### config.mk
export PLATFORM = sky130hd
export DESIGN_NAME = round_robin_task_queue_top
export DESIGN_NICKNAME = d
export VERILOG_FILES = /design/src/hdl/rrtq_pkg.sv /design/src/hdl/rrtq_ram.sv /design/src/hdl/rrtq_front.sv /design/src/hdl/rrtq_back.sv /design/src/hdl/round_robin_task_queue_top.sv
export SDC_FILE = /design/constraint.sdc
export NUM_CORES = 1
export LEC_CHECK = 0
export BUFFER_PORTS_ARGS = -buffer_cell sky130_fd_sc_hd__buf_2
export CAP_MARGIN = 20
export CELL_PAD_IN_SITES_DETAIL_PLACEMENT = 0
export CELL_PAD_IN_SITES_GLOBAL_PLACEMENT = 1
export CORE_MARGIN = 5
export CORE_UTILIZATION = 35
export DETAILED_ROUTE_END_ITERATION = 16
export PLACE_DENSITY_LB_ADDON = 0.1
export SYNTH_ARGS = -nofsm -noshare
export SYNTH_HDL_FRONTEND = slang
export SYNTH_SLANG_ARGS = --single-unit
### constraint.sdc
create_clock -name clock -period 3.5 [get_ports clock]
set_clock_uncertainty 0.1 [all_clocks]
set_input_delay 0.7 -clock clock [delete_from_list [all_inputs] [get_ports clock]]
set_output_delay 0.7 -clock clock [all_outputs]
set_load 0.05 [all_outputs]
### src/hdl/rrtq_pkg.sv
`default_nettype none

package rrtq_pkg;

   // fixed field widths
   localparam int TASK_ID_W = 4;
   localparam int COUNT_W   = 5;

   // default number of task slots
   localparam int MAX_TASKS_DEFAULT = 16;

   // command queue between front and back
   localparam int CMDQ_DEPTH = 2;
   localparam int CMDQ_PTR_W = (CMDQ_DEPTH > 1) ? $clog2(CMDQ_DEPTH) : 1;
   localparam int CMDQ_CNT_W = $clog2(CMDQ_DEPTH + 1);

   typedef logic [TASK_ID_W-1:0] task_id_type;
   typedef logic [COUNT_W-1:0]   count_type;

   typedef enum logic [2:0] {
      CMD_CREATE  = 3'd0,
      CMD_SWITCH  = 3'd1,
      CMD_CHOOSE  = 3'd2,
      CMD_DESTROY = 3'd3,
      CMD_CLEAR   = 3'd4
   } cmd_type;

   typedef enum logic [1:0] {
      STATUS_OK       = 2'd0,
      STATUS_ABSENT   = 2'd1,
      STATUS_EXISTS   = 2'd2,
      STATUS_NO_OTHER = 2'd3
   } status_type;

   // classified operation handed from front to back
   typedef enum logic [2:0] {
      OP_CREATE,
      OP_SWITCH,
      OP_CHOOSE,
      OP_DESTROY,
      OP_CLEAR,
      OP_ABSENT,
      OP_NOP
   } op_type;

   typedef enum logic [2:0] {
      SEQ_IDLE,
      SEQ_APPEND,
      SEQ_READ,
      SEQ_REMOVE,
      SEQ_RESULT
   } seq_state_type;

   typedef struct packed {
      logic [2:0]  command;
      task_id_type task_id;
   } req_type;

   typedef struct packed {
      status_type  status;
      task_id_type active_task;
      logic        current_valid;
      task_id_type chosen_task;
      logic        chosen_valid;
      count_type   queue_count;
   } rsp_type;

   typedef struct packed {
      op_type      op;
      task_id_type task_id;
   } cmdq_entry_type;

endpackage

`default_nettype wire

### src/hdl/rrtq_ram.sv
`default_nettype none

module rrtq_ram #(
   parameter int WIDTH = rrtq_pkg::TASK_ID_W,
   parameter int DEPTH = rrtq_pkg::MAX_TASKS_DEFAULT
) (
   input  wire logic                     clock,
   input  wire logic                     wr_en,
   input  wire logic [$clog2(DEPTH)-1:0] wr_addr,
   input  wire logic [WIDTH-1:0]         wr_data,
   input  wire logic [$clog2(DEPTH)-1:0] rd_addr,
   output      logic [WIDTH-1:0]         rd_data
);

   logic [WIDTH-1:0] mem [DEPTH];

   always_ff @(posedge clock) begin
      if (wr_en) begin
         mem[wr_addr] <= wr_data;
      end
      rd_data <= mem[rd_addr];
   end

endmodule

`default_nettype wire

### src/hdl/rrtq_front.sv
`default_nettype none

module rrtq_front #(
   parameter int MAX_TASKS = rrtq_pkg::MAX_TASKS_DEFAULT
) (
   input  wire logic                     clock,
   input  wire logic                     reset,
   input  wire logic                     req_push,
   output      logic                     req_full,
   input  wire rrtq_pkg::req_type        req_data,
   output      logic                     cmd_valid,
   output      rrtq_pkg::cmdq_entry_type cmd_entry,
   input  wire logic                     cmd_pop
);

   import rrtq_pkg::*;

   cmdq_entry_type          entries_ff [CMDQ_DEPTH];
   cmdq_entry_type          entry_in;
   logic [CMDQ_PTR_W-1:0]   wr_ptr_ff, wr_ptr_in;
   logic [CMDQ_PTR_W-1:0]   rd_ptr_ff, rd_ptr_in;
   logic [CMDQ_CNT_W-1:0]   count_ff, count_in;
   logic                    push_ok;
   logic                    in_range;

   // classify: ids beyond the slot range are absent for every command that names one
   always_comb begin
      in_range         = 32'(req_data.task_id) < MAX_TASKS;
      entry_in.task_id = req_data.task_id;
      unique case (req_data.command)
         CMD_CREATE:  entry_in.op = in_range ? OP_CREATE : OP_ABSENT;
         CMD_SWITCH:  entry_in.op = in_range ? OP_SWITCH : OP_ABSENT;
         CMD_DESTROY: entry_in.op = in_range ? OP_DESTROY : OP_ABSENT;
         CMD_CHOOSE:  entry_in.op = OP_CHOOSE;
         CMD_CLEAR:   entry_in.op = OP_CLEAR;
         default:     entry_in.op = OP_NOP;
      endcase
   end

   assign req_full  = (count_ff == CMDQ_CNT_W'(CMDQ_DEPTH));
   assign cmd_valid = (count_ff != '0);
   assign cmd_entry = entries_ff[rd_ptr_ff];
   assign push_ok   = req_push && !req_full;

   always_comb begin
      wr_ptr_in = wr_ptr_ff;
      rd_ptr_in = rd_ptr_ff;
      count_in  = count_ff;
      if (push_ok) begin
         wr_ptr_in = (wr_ptr_ff == CMDQ_PTR_W'(CMDQ_DEPTH - 1)) ? '0
                                                              : wr_ptr_ff + 1'b1;
      end
      if (cmd_pop) begin
         rd_ptr_in = (rd_ptr_ff == CMDQ_PTR_W'(CMDQ_DEPTH - 1)) ? '0
                                                              : rd_ptr_ff + 1'b1;
      end
      case ({push_ok, cmd_pop})
         2'b10:   count_in = count_ff + 1'b1;
         2'b01:   count_in = count_ff - 1'b1;
         default: count_in = count_ff;
      endcase
   end

   always_ff @(posedge clock) begin
      if (reset) begin
         wr_ptr_ff <= '0;
         rd_ptr_ff <= '0;
         count_ff  <= '0;
      end else begin
         wr_ptr_ff <= wr_ptr_in;
         rd_ptr_ff <= rd_ptr_in;
         count_ff  <= count_in;
      end
   end

   always_ff @(posedge clock) begin
      if (push_ok) begin
         entries_ff[wr_ptr_ff] <= entry_in;
      end
   end

endmodule

`default_nettype wire

### src/hdl/rrtq_back.sv
`default_nettype none

module rrtq_back #(
   parameter int MAX_TASKS = rrtq_pkg::MAX_TASKS_DEFAULT
) (
   input  wire logic                     clock,
   input  wire logic                     reset,
   input  wire logic                     cmd_valid,
   input  wire rrtq_pkg::cmdq_entry_type cmd_entry,
   output      logic                     cmd_pop,
   input  wire logic                     slot_free,
   output      logic                     result_valid,
   output      rrtq_pkg::rsp_type        result
);

   import rrtq_pkg::*;

   localparam int IDX_W = $clog2(MAX_TASKS);

   seq_state_type          state_ff, state_in;
   logic [MAX_TASKS-1:0]   present_ff, present_in;
   task_id_type            head_ff, head_in;
   task_id_type            tail_ff, tail_in;
   count_type              count_ff, count_in;
   task_id_type            running_ff, running_in;
   logic                   running_valid_ff, running_valid_in;
   logic                   need_remove_ff, need_remove_in;
   logic                   make_running_ff, make_running_in;
   logic                   second_ff, second_in;

   status_type             status_ff, status_in;
   task_id_type            app_id_ff, app_id_in;
   task_id_type            rm_id_ff, rm_id_in;
   task_id_type            second_id_ff, second_id_in;

   logic [IDX_W-1:0]       idx;
   logic                   is_present;
   logic                   is_running;

   logic                   next_we, prev_we;
   logic [IDX_W-1:0]       next_waddr, prev_waddr;
   task_id_type            next_wdata, prev_wdata;
   task_id_type            next_rdata, prev_rdata;

   // links of the runnable list
   rrtq_ram #(.WIDTH(TASK_ID_W), .DEPTH(MAX_TASKS)) u_next_ram (
      .clock   (clock),
      .wr_en   (next_we),
      .wr_addr (next_waddr),
      .wr_data (next_wdata),
      .rd_addr (IDX_W'(rm_id_ff)),
      .rd_data (next_rdata)
   );

   rrtq_ram #(.WIDTH(TASK_ID_W), .DEPTH(MAX_TASKS)) u_prev_ram (
      .clock   (clock),
      .wr_en   (prev_we),
      .wr_addr (prev_waddr),
      .wr_data (prev_wdata),
      .rd_addr (IDX_W'(rm_id_ff)),
      .rd_data (prev_rdata)
   );

   assign idx        = IDX_W'(cmd_entry.task_id);
   assign is_present = present_ff[idx];
   assign is_running = running_valid_ff && (running_ff == cmd_entry.task_id);

   always_comb begin
      state_in         = state_ff;
      present_in       = present_ff;
      head_in          = head_ff;
      tail_in          = tail_ff;
      count_in         = count_ff;
      running_in       = running_ff;
      running_valid_in = running_valid_ff;
      need_remove_in   = need_remove_ff;
      make_running_in  = make_running_ff;
      second_in        = second_ff;
      status_in        = status_ff;
      app_id_in        = app_id_ff;
      rm_id_in         = rm_id_ff;
      second_id_in     = second_id_ff;
      cmd_pop          = 1'b0;
      result_valid     = 1'b0;
      next_we          = 1'b0;
      prev_we          = 1'b0;
      next_waddr       = IDX_W'(tail_ff);
      prev_waddr       = IDX_W'(app_id_ff);
      next_wdata       = app_id_ff;
      prev_wdata       = tail_ff;

      unique case (state_ff)
         SEQ_IDLE: begin
            if (cmd_valid && slot_free) begin
               cmd_pop   = 1'b1;
               status_in = STATUS_OK;
               state_in  = SEQ_RESULT;
               unique case (cmd_entry.op)
                  OP_CREATE: begin
                     if (is_present) begin
                        status_in = STATUS_EXISTS;
                     end else begin
                        present_in[idx] = 1'b1;
                        app_id_in       = cmd_entry.task_id;
                        need_remove_in  = 1'b0;
                        state_in        = SEQ_APPEND;
                     end
                  end
                  OP_SWITCH: begin
                     if (!is_present) begin
                        status_in = STATUS_ABSENT;
                     end else if (!is_running) begin
                        rm_id_in        = cmd_entry.task_id;
                        make_running_in = 1'b1;
                        second_in       = 1'b0;
                        need_remove_in  = 1'b1;
                        app_id_in       = running_ff;
                        state_in        = running_valid_ff ? SEQ_APPEND : SEQ_READ;
                     end
                  end
                  OP_CHOOSE: begin
                     if (count_ff == '0 && !running_valid_ff) begin
                        status_in = STATUS_NO_OTHER;
                     end
                  end
                  OP_DESTROY: begin
                     if (!is_present) begin
                        status_in = STATUS_ABSENT;
                     end else if (is_running) begin
                        if (count_ff == '0) begin
                           status_in = STATUS_NO_OTHER;
                        end else begin
                           // switch to the head, then take the old task off the tail
                           present_in[idx] = 1'b0;
                           app_id_in       = cmd_entry.task_id;
                           rm_id_in        = head_ff;
                           make_running_in = 1'b1;
                           second_in       = 1'b1;
                           second_id_in    = cmd_entry.task_id;
                           need_remove_in  = 1'b1;
                           state_in        = SEQ_APPEND;
                        end
                     end else begin
                        present_in[idx] = 1'b0;
                        rm_id_in        = cmd_entry.task_id;
                        make_running_in = 1'b0;
                        second_in       = 1'b0;
                        state_in        = SEQ_READ;
                     end
                  end
                  OP_CLEAR: begin
                     present_in       = '0;
                     head_in          = '0;
                     tail_in          = '0;
                     count_in         = '0;
                     running_in       = '0;
                     running_valid_in = 1'b0;
                  end
                  OP_ABSENT: begin
                     status_in = STATUS_ABSENT;
                  end
                  default: begin
                     status_in = STATUS_OK;
                  end
               endcase
            end
         end

         SEQ_APPEND: begin
            if (count_ff != '0) begin
               next_we = 1'b1;
               prev_we = 1'b1;
            end else begin
               head_in = app_id_ff;
            end
            tail_in  = app_id_ff;
            count_in = count_ff + 1'b1;
            state_in = need_remove_ff ? SEQ_READ : SEQ_RESULT;
         end

         // link data for rm_id_ff comes out of the rams in the next cycle
         SEQ_READ: begin
            state_in = SEQ_REMOVE;
         end

         SEQ_REMOVE: begin
            next_waddr = IDX_W'(prev_rdata);
            next_wdata = next_rdata;
            prev_waddr = IDX_W'(next_rdata);
            prev_wdata = prev_rdata;
            if (count_ff <= COUNT_W'(1)) begin
               head_in  = '0;
               tail_in  = '0;
               count_in = '0;
            end else begin
               if (rm_id_ff == head_ff) begin
                  head_in = next_rdata;
               end else begin
                  next_we = 1'b1;
               end
               if (rm_id_ff == tail_ff) begin
                  tail_in = prev_rdata;
               end else begin
                  prev_we = 1'b1;
               end
               count_in = count_ff - 1'b1;
            end
            if (make_running_ff) begin
               running_in       = rm_id_ff;
               running_valid_in = 1'b1;
            end
            if (second_ff) begin
               rm_id_in        = second_id_ff;
               second_in       = 1'b0;
               make_running_in = 1'b0;
               state_in        = SEQ_READ;
            end else begin
               state_in = SEQ_RESULT;
            end
         end

         SEQ_RESULT: begin
            result_valid = 1'b1;
            state_in     = SEQ_IDLE;
         end

         default: begin
            state_in = SEQ_IDLE;
         end
      endcase
   end

   always_comb begin
      result.status        = status_ff;
      result.active_task   = running_valid_ff ? running_ff : '0;
      result.current_valid = running_valid_ff;
      result.queue_count   = count_ff;
      if (count_ff != '0) begin
         result.chosen_task  = head_ff;
         result.chosen_valid = 1'b1;
      end else begin
         result.chosen_task  = running_valid_ff ? running_ff : '0;
         result.chosen_valid = running_valid_ff;
      end
   end

   always_ff @(posedge clock) begin
      if (reset) begin
         state_ff         <= SEQ_IDLE;
         present_ff       <= '0;
         head_ff          <= '0;
         tail_ff          <= '0;
         count_ff         <= '0;
         running_ff       <= '0;
         running_valid_ff <= 1'b0;
         need_remove_ff   <= 1'b0;
         make_running_ff  <= 1'b0;
         second_ff        <= 1'b0;
      end else begin
         state_ff         <= state_in;
         present_ff       <= present_in;
         head_ff          <= head_in;
         tail_ff          <= tail_in;
         count_ff         <= count_in;
         running_ff       <= running_in;
         running_valid_ff <= running_valid_in;
         need_remove_ff   <= need_remove_in;
         make_running_ff  <= make_running_in;
         second_ff        <= second_in;
      end
   end

   always_ff @(posedge clock) begin
      status_ff    <= status_in;
      app_id_ff    <= app_id_in;
      rm_id_ff     <= rm_id_in;
      second_id_ff <= second_id_in;
   end

endmodule

`default_nettype wire

### src/hdl/round_robin_task_queue_top.sv
// Run queue for a round-robin task scheduler. Commands enter through a queue-style
// port (req_push / req_full) and each one produces exactly one result on the
// response side (rsp_empty / rsp_pop), in command order. A front stage classifies
// each command and holds up to two of them, so new commands are taken while the
// back stage works or while a result waits to be popped. The back stage keeps a
// present bit per task slot, the running task, and the runnable list as a doubly
// linked list in two small rams with registered reads. A command that only reports
// (choose, clear all, switch to the running task, refused commands) goes straight
// to the result state; a create appends one list entry; destroying a waiting task
// or a switch while nothing runs removes one entry; a switch that sends a running
// task back to the list appends it and then removes the target task; destroying
// the running task appends it, removes the head and then removes the old task.
// Each list removal is a ram read followed by a write. The result then passes
// through the result register. There is no clearing pass after reset: a link is
// only used where it was written while the task was queued.
`default_nettype none

module round_robin_task_queue_top #(
   parameter int MAX_TASKS = rrtq_pkg::MAX_TASKS_DEFAULT
) (
   input  wire logic              clock,
   input  wire logic              reset,
   // command side
   input  wire logic              req_push,
   output      logic              req_full,
   input  wire rrtq_pkg::req_type req_data,
   // result side
   output      logic              rsp_empty,
   input  wire logic              rsp_pop,
   output      rrtq_pkg::rsp_type rsp_data
);

   import rrtq_pkg::*;

   // front to back
   logic           cmd_valid;
   cmdq_entry_type cmd_entry;
   logic           cmd_pop;

   // back to result register
   logic           result_valid;
   rsp_type        result;
   logic           slot_free;

   // result register
   logic           rsp_valid_ff, rsp_valid_in;
   rsp_type        rsp_data_ff;

   // front: decode command code and id range, buffer the transfer
   rrtq_front #(.MAX_TASKS(MAX_TASKS)) u_front (
      .clock     (clock),
      .reset     (reset),
      .req_push  (req_push),
      .req_full  (req_full),
      .req_data  (req_data),
      .cmd_valid (cmd_valid),
      .cmd_entry (cmd_entry),
      .cmd_pop   (cmd_pop)
   );

   // back: list sequencer, owns all scheduler state
   rrtq_back #(.MAX_TASKS(MAX_TASKS)) u_back (
      .clock        (clock),
      .reset        (reset),
      .cmd_valid    (cmd_valid),
      .cmd_entry    (cmd_entry),
      .cmd_pop      (cmd_pop),
      .slot_free    (slot_free),
      .result_valid (result_valid),
      .result       (result)
   );

   // back starts a command only when the result slot is empty, so a finished
   // result never overwrites one that is still waiting
   assign slot_free = !rsp_valid_ff;

   always_comb begin
      rsp_valid_in = rsp_valid_ff;
      if (rsp_pop && rsp_valid_ff) begin
         rsp_valid_in = 1'b0;
      end
      if (result_valid) begin
         rsp_valid_in = 1'b1;
      end
   end

   always_ff @(posedge clock) begin
      if (reset) begin
         rsp_valid_ff <= 1'b0;
      end else begin
         rsp_valid_ff <= rsp_valid_in;
      end
   end

   // result payload, loaded once per command
   always_ff @(posedge clock) begin
      if (result_valid) begin
         rsp_data_ff <= result;
      end
   end

   assign rsp_empty = !rsp_valid_ff;
   assign rsp_data  = rsp_data_ff;

`ifndef NO_ASSERTIONS
   // a new result only lands in an empty slot
   a_no_overwrite: assert property (@(posedge clock) disable iff (reset)
      result_valid |-> !rsp_valid_ff)
      else $error("result written while previous result still waiting");

   // something is chosen exactly when a task runs or waits
   a_chosen_consistent: assert property (@(posedge clock) disable iff (reset)
      !rsp_empty |-> (rsp_data.chosen_valid ==
                      (rsp_data.current_valid || (rsp_data.queue_count != '0))))
      else $error("chosen_valid disagrees with running and waiting tasks");

   // the waiting list never holds more tasks than there are slots
   a_count_bound: assert property (@(posedge clock) disable iff (reset)
      !rsp_empty |-> (32'(rsp_data.queue_count) <= MAX_TASKS))
      else $error("queue count beyond the number of task slots");
`endif

endmodule

`default_nettype wire
After elaboration in Yosys (flattened, before gate mapping) --
Memory sizes are Yosys's and may differ from the RTL's. A register that Yosys moved wholly into a read port is not among the register bits. Cells that the tools add are included.
Storage, ports and cells: register bits after elaboration 76, RAM bits 142, input bits 11, output and inout bits 19, memories 3
Cells by class: add/sub/neg operators 6, order comparisons 3, eq/ne operators 38, muxes and demuxes 109, bitwise logic cells 4, reduce and logical (&&, ||, !) cells 31
Memory list:
- u_back.u_next_ram.mem | depth 16, bits a word 4, rd ports 1, clocked after Yosys merged registers in 1, wr ports 1, line rrtq_ram.sv:15 | logic [WIDTH-1:0] mem [DEPTH];
- u_back.u_prev_ram.mem | depth 16, bits a word 4, rd ports 1, clocked after Yosys merged registers in 1, wr ports 1, line rrtq_ram.sv:15
- u_front.entries_ff | depth 2, bits a word 7, rd ports 1, clocked after Yosys merged registers in 1, wr ports 1, line rrtq_front.sv:18 | cmdq_entry_type entries_ff [CMDQ_DEPTH];
Operators by type and width (number):
- 4-bit 2-to-1 mux | 24
- 16-bit 2-to-1 mux | 4
- 16-bit case mux with 3 select lines | 1
- 1-bit 2-to-1 mux | 39
- 4-bit case mux with 3 select lines | 3
- 3-bit 2-to-1 mux | 9
- 4-bit case mux with 2 select lines | 3
- 5-bit 2-to-1 mux | 4
- 3-bit by 2-bit == test with 1-bit output, second input constant | 6
- 16-bit bitwise AND | 1
- 16-bit NOT | 1
- 16-bit OR | 1
- 3-bit case mux with 5 select lines | 1
- 5-bit case mux with 3 select lines | 1
- 1-bit case mux with 2 select lines | 7
- 3-bit == test, second input constant | 4
- 4-bit == test | 3
- 2-bit 2-to-1 mux | 6
- 2-bit by 1-bit inequality test with 1-bit output, second input constant | 6
- 3-bit case mux with 4 select lines | 1
- 6-bit AND reduction | 2
- 2-bit inequality test, second input constant | 5
- 2-bit case mux with 5 select lines | 1
- 3-bit by 1-bit == test with 1-bit output, second input constant | 3
- 34 further kinds | 55

Depth between registers and ports, before layout --
Gate-level depths: netlist (run 1).
word-level depth 10, depth in mapped cells 11

Cells and area by module --
Synthesis (run 1) repeated with hierarchy kept, for this count alone.
Second synthesis, totals: cell total of the unflattened synthesis 736, area total of the unflattened synthesis 9948.3 µm²
Modules (own cells, without submodules):
- rrtq_ram | times used 2, cells each 130, area an instance 2666.3 µm², seq. area each 2001.9 µm²
- rrtq_back | times used 1, cells each 404, area an instance 3323.2 µm², seq. area each 1221.2 µm²
- rrtq_front | times used 1, cells each 50, area an instance 739.5 µm², seq. area each 520.5 µm²
- round_robin_task_queue_top | times used 1, cells each 22, area an instance 553.0 µm², seq. area each 530.5 µm²

Worst setup path before layout (run 1) --
No wires, ideal clock.
path type register to register, from register (tool-made name), to register u_back.app_id_ff[0], enable pin, arrival 2412 ps, path slack 614 ps, cell stages (with the launch flop) 10, buffers on the path 1, period minus slack after synthesis 2886 ps, cells stage by stage dfxtp_1 mux2i_4 inv_2 buf_6 mux2i_1 a32oi_1 nand3_1 o21a_1 o32a_1 a311oi_1
RTL lines:
- to (signal assigned) | line rrtq_back.sv:275 | app_id_ff <= app_id_in;
- to (decl) | line rrtq_back.sv:32 | task_id_type app_id_ff, app_id_in;

==> results of run 1 <==
critical path: cells and delay by family, from the launching register on:
kind	cells	cell delay (ns)
buffers and inverters	2	0.51
multiplexers	1	0.29
flip-flops	1	0.50
AND/OR/NAND/NOR	2	0.57
AO/OA/AOI/OAI	2	0.69
XOR/XNOR	1	0.13
state kept, by name (all words and copies together), names as in the netlist, 2 cells and up, named ones only:
| signal | flops |
|---|---|
| rsp_data | 17 |
| u_back.app_id_ff | 4 |
| u_back.count_ff | 5 |
| u_back.head_ff | 4 |
| u_back.present_ff | 16 |
| u_back.rm_id_ff | 4 |
| u_back.running_ff | 4 |
| u_back.second_id_ff | 4 |
| u_back.state_ff | 3 |
| u_back.status_ff | 2 |
| u_back.tail_ff | 4 |
| u_back.u_next_ram.mem | 64 |
| u_back.u_next_ram.rd_data | 4 |
| u_back.u_prev_ram.mem | 64 |
| u_back.u_prev_ram.rd_data | 4 |
| u_front.count_ff | 2 |
| u_front.entries_ff | 14 |
cell usage after synthesis (all sizes together) (7+ instances only):
cell / n / area share, %
o21ai: 47 / 2.4
mux4: 40 / 9.1
nand2: 75 / 2.8
and2: 7 / 0.44
a21oi: 47 / 2.5
xnor2: 10 / 0.89
a32oi: 9 / 0.80
buf: 10 / 0.71
xor2: 7 / 0.62
edfxtp: 173 / 52
nor3: 7 / 0.40
nand3: 10 / 0.51
dfxtp: 54 / 11
mux2i: 17 / 2.1
inv: 23 / 0.87
nor2: 78 / 3.0
nand2b: 9 / 0.57
a211oi: 9 / 0.68
clkbuf: 27 / 1.0
power by group through the flow:
stage / sequential [W] / combinational (W) / clock, W
2_1_floorplan: 0.00340 / 0.00113 / 0
5_1_grt: 0.00334 / 0.00179 / 0.00281
3_5_place_dp: 0.00337 / 0.00164 / 0
3_3_place_gp: 0.00337 / 0.00162 / 0
6_report: 0.00332 / 0.00163 / 0.00262
4_1_cts: 0.00332 / 0.00165 / 0.00270
logic make-up (layout without fill, tap and decap cells):
group | count (synthesis) | after routing
AO/OA/AOI/OAI | 156 | 156
XOR/XNOR | 17 | 17
adder cells (fa/ha/maj) | 5 | 5
buffers and inverters | 60 | 126
flip-flops | 227 | 227
multiplexers | 62 | 62
AND/OR/NAND/NOR | 208 | 208
final timing paths:
check / endpoint / slack (ns) / cells after the start
setup / recovery: u_back.app_id_ff[3]$_DFFE_PP_ / 0.40 / 8
setup reg to reg: u_back.app_id_ff[3]$_DFFE_PP_ / 0.40 / 8
hold / removal: u_front.entries_ff[0][3]$_DFFE_PP_ / 0.28 / 1
hold reg to reg: rsp_data[15]$_DFFE_PP_ / 0.32 / 0
routing by layer:
| layer | GRT usage (%) | vias to the layer above |
|---|---|---|
| li1 | - | 2881 |
| met1 | 21.2 | 3078 |
| met2 | 24.5 | 119 |
| met3 | 2.71 | 27 |
| met4 | 3.03 | 0 |
| met5 | 0 | - |
stage by stage:
step / setup WS, ns / total power (W) / util (%) / cells
2_1_floorplan: 0.614 / 0.00452 / - / 735
3_3_place_gp: 0.439 / 0.00499 / 37.9 / 1134
3_5_place_dp: 0.388 / 0.00502 / 37.9 / 1134
4_1_cts: 0.345 / 0.00767 / 40.9 / 1179
5_1_grt: 0.181 / 0.00794 / 40.9 / 1179
6_report: 0.403 / 0.00757 / 40.9 / 1179
cell type report:
class	instances	share of cell area, %
clock buffer	37	6.25
clock inverter	8	0.977
inverter	23	0.758
multi-input combinational	448	29.6
sequential	227	55.1
tap	378	4.15
timing repair buffer	58	3.18
==> summary.md, run 1 <==
| Metric | Value |
|---|---|
| Status | complete, no violations |
| Slowest stage delay, CP | 0.50 ns |
| First-pass GRT wire length | 37200 um |
| Post-route cell area | 11400 sq um |
| Max Cap Viol | 0 |
| Full die area | 31700 sq um |
| Slew @ Worst Pin | 0.674 ns |
| Final HPWL DP | 16900 um |
| Antenna violations before repair | 0 |
| Unrepaired setup endpoints after global routing | no |
| Maximum clock path buffer count | 3 |
| Clk pwr share | 34.6% |
| Leakage power | 3.90 nW |
| DRT iter0 DRCs | 484 |
| Die Span Y | 178 um |
| Top-level port count | 30 |
| Num CTS Buffers | 25 |
| Slowest CP cell | dfxtp_1 |
| Area of the multi-input gates | 3370 sq um |
| Arr. time, crit path | 3.22 ns |
| Synth Net Count | 751 |
| Post-synth ARST share | 0% |
| PwrDens | 664 nW/um^2 |
| Critical path peak fanout | 18 |
| Seq. cell area | 6280 sq um |
| DRT Pass-1 Iters | 5 |
| Antenna cells | 0 |
| Setup tns final | 0 ns |
| Most frequent cells in the layout | edfxtp_1 (173), nor2_1 (78), nand2_1 (75) |
| CP cell instances | buf_4, mux2i_4, xnor2_1, nor4_4, nand2_1, o32a_1, a311oi_1, buf_4 |
| Final-stage net count | 799 |
| Synth cell types | 65 |
| Fmax | 323 MHz |
| Met2 routed WL | 11200 um |
| Combinational share of power | 21.5% |
| Hold slack | 0.280 ns |
| Area Overhead vs Synth | 15.1% |
| Vias/cell | 5.18 |
| DP Area | 10600 sq um |
| # DRC | 0 |
| Port Buf Inserts | 29 |
| Multiplexer share of the synthesized area | 11.8% |
| Sink Count | 227 |
| Crit end category | flop |
| Commonest non-fill, non-tap cell in the layout | edfxtp_1 |
| Number of synthesized register bits | 227 |
| Post-Route M1 WL | 10800 um |
| Cells after Synth | 735 |
| Initial core utilization | 35.5% |
| Chip width | 178 um |
| Wire length per cell | 19.9 um |
| Main combinational cell family by area after synthesis | multiplexers |
| Tot GR Track Use | 15.0% |
| CP startpoint kind | flop |
| Share of cells above drive strength 1 | 19.4% |
| Htree depth | 1 |
| Cell mode on critical path | buf_4 |
| Sw power | 0.00220 W |
| Largest net degree at the start of global routing | 32 |
| Gr ovfl total | 0 |
| Seq/Total Area, Yosys | 63.4% |
| Slew HR | 54.9% |
| Final setup fails | 0 |
| Adder-Cell Fraction of Synth Area | 0.632% |
| Core area | 27900 sq um |
| YS warnings | 0 |
| Post-route ant nets | 0 |
| Gp weighted congestion | 0.803 |
| CTS Hold Bufs | 0 |
| Uppermost routed layer | met4 |
| Routed WL | 23500 um |
| Synthesized area | 9900 sq um |
| Worst-Skew Late Latency | 0.51 ns |
| Vias | 6105 |
| Setup bufs post-CTS | 0 |
| Post-synth EDFFs | 173 |
| Final max-slew violation count | 0 |
| HP Class | in2reg |
| Sw Ratio | 29.1% |
| CTS Root Cell | clkbuf_16 |
| XOR/XNOR share of the synthesized area | 1.50% |
| CTS clk-pin slew, worst paths | 0.06 ns |
| Register share of total power | 43.8% |
| Hold Vio Cnt, Final | 0 |
| Period utilization | 88.5% |
| Post-CTS sizing | 0 |
| Top_reg_cell synth | edfxtp_1 |
| Syn avg cell area | 13.5 sq um |
| Synth Area in Compound Gates | 10.6% |
| Vias in the first global route | 6355 |
| Fillers | 2603 |
| Critical path type | reg2reg |
| Hold_sp | req_data[3] |
| Simple-gate portion of the synthesized area | 9.44% |
| WL met3 | 982 um |
| VDD IR-drop max | 407 uV |
| P_int | 0.00537 W |
| Min Tclk post-route | 3.10 ns |
| Req. time, crit path | 3.63 ns |
| CTS tree | built |
| Cell Rows | 61 |
Note: power is estimated with default switching activity, not from simulation.
==> run 2: changes to the inputs <==
CAP_MARGIN = unset   (was 20)
SETUP_SLACK_MARGIN = 0.4   (was unset)
clock period = 3.6 ns   (was 3.5 ns; I/O delays follow)
==> summary.md, run 2 (synthesized netlist as in run 1, its figures left out) <==
| Metric | Value |
|---|---|
| Area Overhead vs Synth | 15.9% |
| Full die area | 31700 sq um (unchanged) |
| DRT iter0 DRCs | 624 (+29%) |
| Slew @ Worst Pin | 0.694 ns (+0.0194 ns) |
| Fmax | 327 MHz (+1.4%) |
| Placement Setup Slack | 0.367 ns (-0.0214 ns) |
| Routed WL | 23900 um (+2.1%) |
| Fin cells | 1181 (+0.17%) |
| VDD IR-drop max | 356 uV (-13%) |
| Req. time, crit path | 3.73 ns (+0.10 ns) |
| Period utilization | 84.9% (-3.6 points) |
| Crit Reg-Reg Startpoint | u_front.entries_ff[0][3]$_DFFE_PP_ |
| Fillers | 2571 (-1.2%) |
| Slew HR | 53.8% (-1.1 points) |
| Worst setup startpoint | u_front.entries_ff[0][3]$_DFFE_PP_ |
| Vias | 6208 (+1.7%) |
| Worst-Skew Late Latency | 0.52 ns (about the same) |
| Core area | 27900 sq um (unchanged) |
| Top-level port count | 30 (unchanged) |
| Critical path type | reg2reg |
| Commonest non-fill, non-tap cell in the layout | edfxtp_1 |
| Share of cells above drive strength 1 | 20.5% (+1.2 points) |
| Sink Count | 227 (unchanged) |
| R2R Setup Slk | 0.55 ns (+0.14 ns) |
| CTS tree | built |
| HP Class | in2reg |
| Die Span Y | 178 um (unchanged) |
| CP startpoint kind | flop |
| Min Tclk post-route | 3.05 ns (-0.0424 ns) |
| Largest net degree at the start of global routing | 32 (unchanged) |
| Critical path peak fanout | 7 (-11) |
| Post-route setup slack | 0.545 ns (+0.142 ns) |
| Post-route ant nets | 0 (unchanged) |
| PwrDens | 654 nW/um^2 (-1.5%) |
| Gp weighted congestion | 0.802 (about the same) |
| Wire length per cell | 20.3 um (+1.9%) |
| CTS Root Cell | clkbuf_16 |
| Seq. cell area | 6280 sq um (about the same) |
| Initial core utilization | 35.5% (unchanged) |
| Hold Vio Cnt, Final | 0 (unchanged) |
| Chip width | 178 um (unchanged) |
| Port Buf Inserts | 29 (unchanged) |
| Final max-slew violation count | 0 (unchanged) |
| CTS Hold Bufs | 0 (unchanged) |
| Crit end category | flop |
| Final setup fails | 0 (unchanged) |
| # DRC | 0 (unchanged) |
| Maximum clock path buffer count | 3 (unchanged) |
| Tot GR Track Use | 15.3% (+0.25 points) |
| Max Cap Viol | 0 (unchanged) |
| Num CTS Buffers | 26 (+4.0%) |
| Status | complete, no violations |
| Most frequent cells in the layout | edfxtp_1 (173), nor2_1 (77), nand2_1 (75) |
| Gr ovfl total | 0 (unchanged) |
| DRT Pass-1 Iters | 5 (unchanged) |
| Setup tns final | 0 ns (unchanged) |
| Vias in the first global route | 6354 (-0.016%) |
| Placed cells | 1130 (-0.35%) |
| Antenna violations before repair | 0 (unchanged) |
| First-pass GRT wire length | 37800 um (+1.5%) |
| Area of the multi-input gates | 3380 sq um (+0.26%) |
| R2R depth | 9 (+1) |
| Final HPWL DP | 16800 um (-0.44%) |
| Unrepaired setup endpoints after global routing | yes |
| Arr. time, crit path | 3.19 ns (-0.03 ns) |
| Final-stage net count | 800 (+0.13%) |
| Antenna cells | 0 (unchanged) |
| Htree depth | 1 (unchanged) |
| R2R Path End | u_back.app_id_ff[1]$_DFFE_PP_ |
| Crit path to | u_back.app_id_ff[1]$_DFFE_PP_ |
| Vias/cell | 5.26 (+1.5%) |
| Leakage power | 3.94 nW (+1.0%) |
| Cell Rows | 61 (unchanged) |
| CTS clk-pin slew, worst paths | 0.05 ns (about the same) |
run 2: power breakdown:
| group | switching [W] | internal [W] | total, W |
|---|---|---|---|
| clock | 0.00102 | 0.00165 | 0.00267 |
| sequential | 0.000160 | 0.00306 | 0.00322 |
| combinational | 0.00102 | 0.000586 | 0.00161 |
run 2: metal layers:
metal	wire length [um]	vias to the layer above	track usage [%]	part of all wire [%]
li1	-	2888	-	-
met3	865	32	2.06	3.6
met1	11200	3163	21.7	47
met2	11400	125	25.0	48
met5	0	-	0	0
met4	469	0	3.64	2.0
run 2: critical path, cell delays in order, from the launching register on:
cell and delay [ns]:
edfxtp_1 0.42, nor2b_2 0.21, a21oi_4 0.23, inv_2 0.09
xor2_1 0.17, nor4_4 0.41, nand2_1 0.19, o32a_1 0.39
a311oi_2 0.35, buf_4 0.20
run 2: worst min path at each step:
stage	to	from	slack, ns	cells after the start
after floorplan	rsp_data[15]$_DFFE_PP_	u_back.status_ff[0]$_DFFE_PP_	0.30	0
after global placement	rsp_data[16]$_DFFE_PP_	u_back.status_ff[1]$_DFFE_PP_	0.32	0
after detailed placement	rsp_data[15]$_DFFE_PP_	u_back.status_ff[0]$_DFFE_PP_	0.31	0
after CTS	u_front.entries_ff[0][1]$_DFFE_PP_	req_data[1]	0.26	1
after global routing	u_front.entries_ff[1][1]$_DFFE_PP_	req_data[1]	0.26	1
final	u_front.entries_ff[0][1]$_DFFE_PP_	req_data[1]	0.29	1
run 2: stage by stage:
stage,utilization [%],power [W],area (sq um),hold slack (ns)
floorplan,-,0.00440,9900,0.300
global placement,37.8,0.00486,10500,0.316
detailed placement,37.8,0.00488,10500,0.314
CTS,41.0,0.00758,11400,0.263
global route,41.2,0.00786,11500,0.265
finish,41.2,0.00750,11500,0.292
run 2: final cells by class:
cell class | instances | share of cell area, %
clock buffers | 37 | 6.84
clock inverters | 10 | 0.873
inverters | 23 | 0.753
multi-input cells | 448 | 29.5
flip-flops and latches | 227 | 54.8
well taps | 378 | 4.13
repair buffers | 58 | 3.16
run 2: timing repair:
action | in CTS | in global routing
endpoints found under the setup margin | 5 | 23
pin swaps | 0 | 1
buffers inserted | 0 | 4
resized for setup | 1 | 2
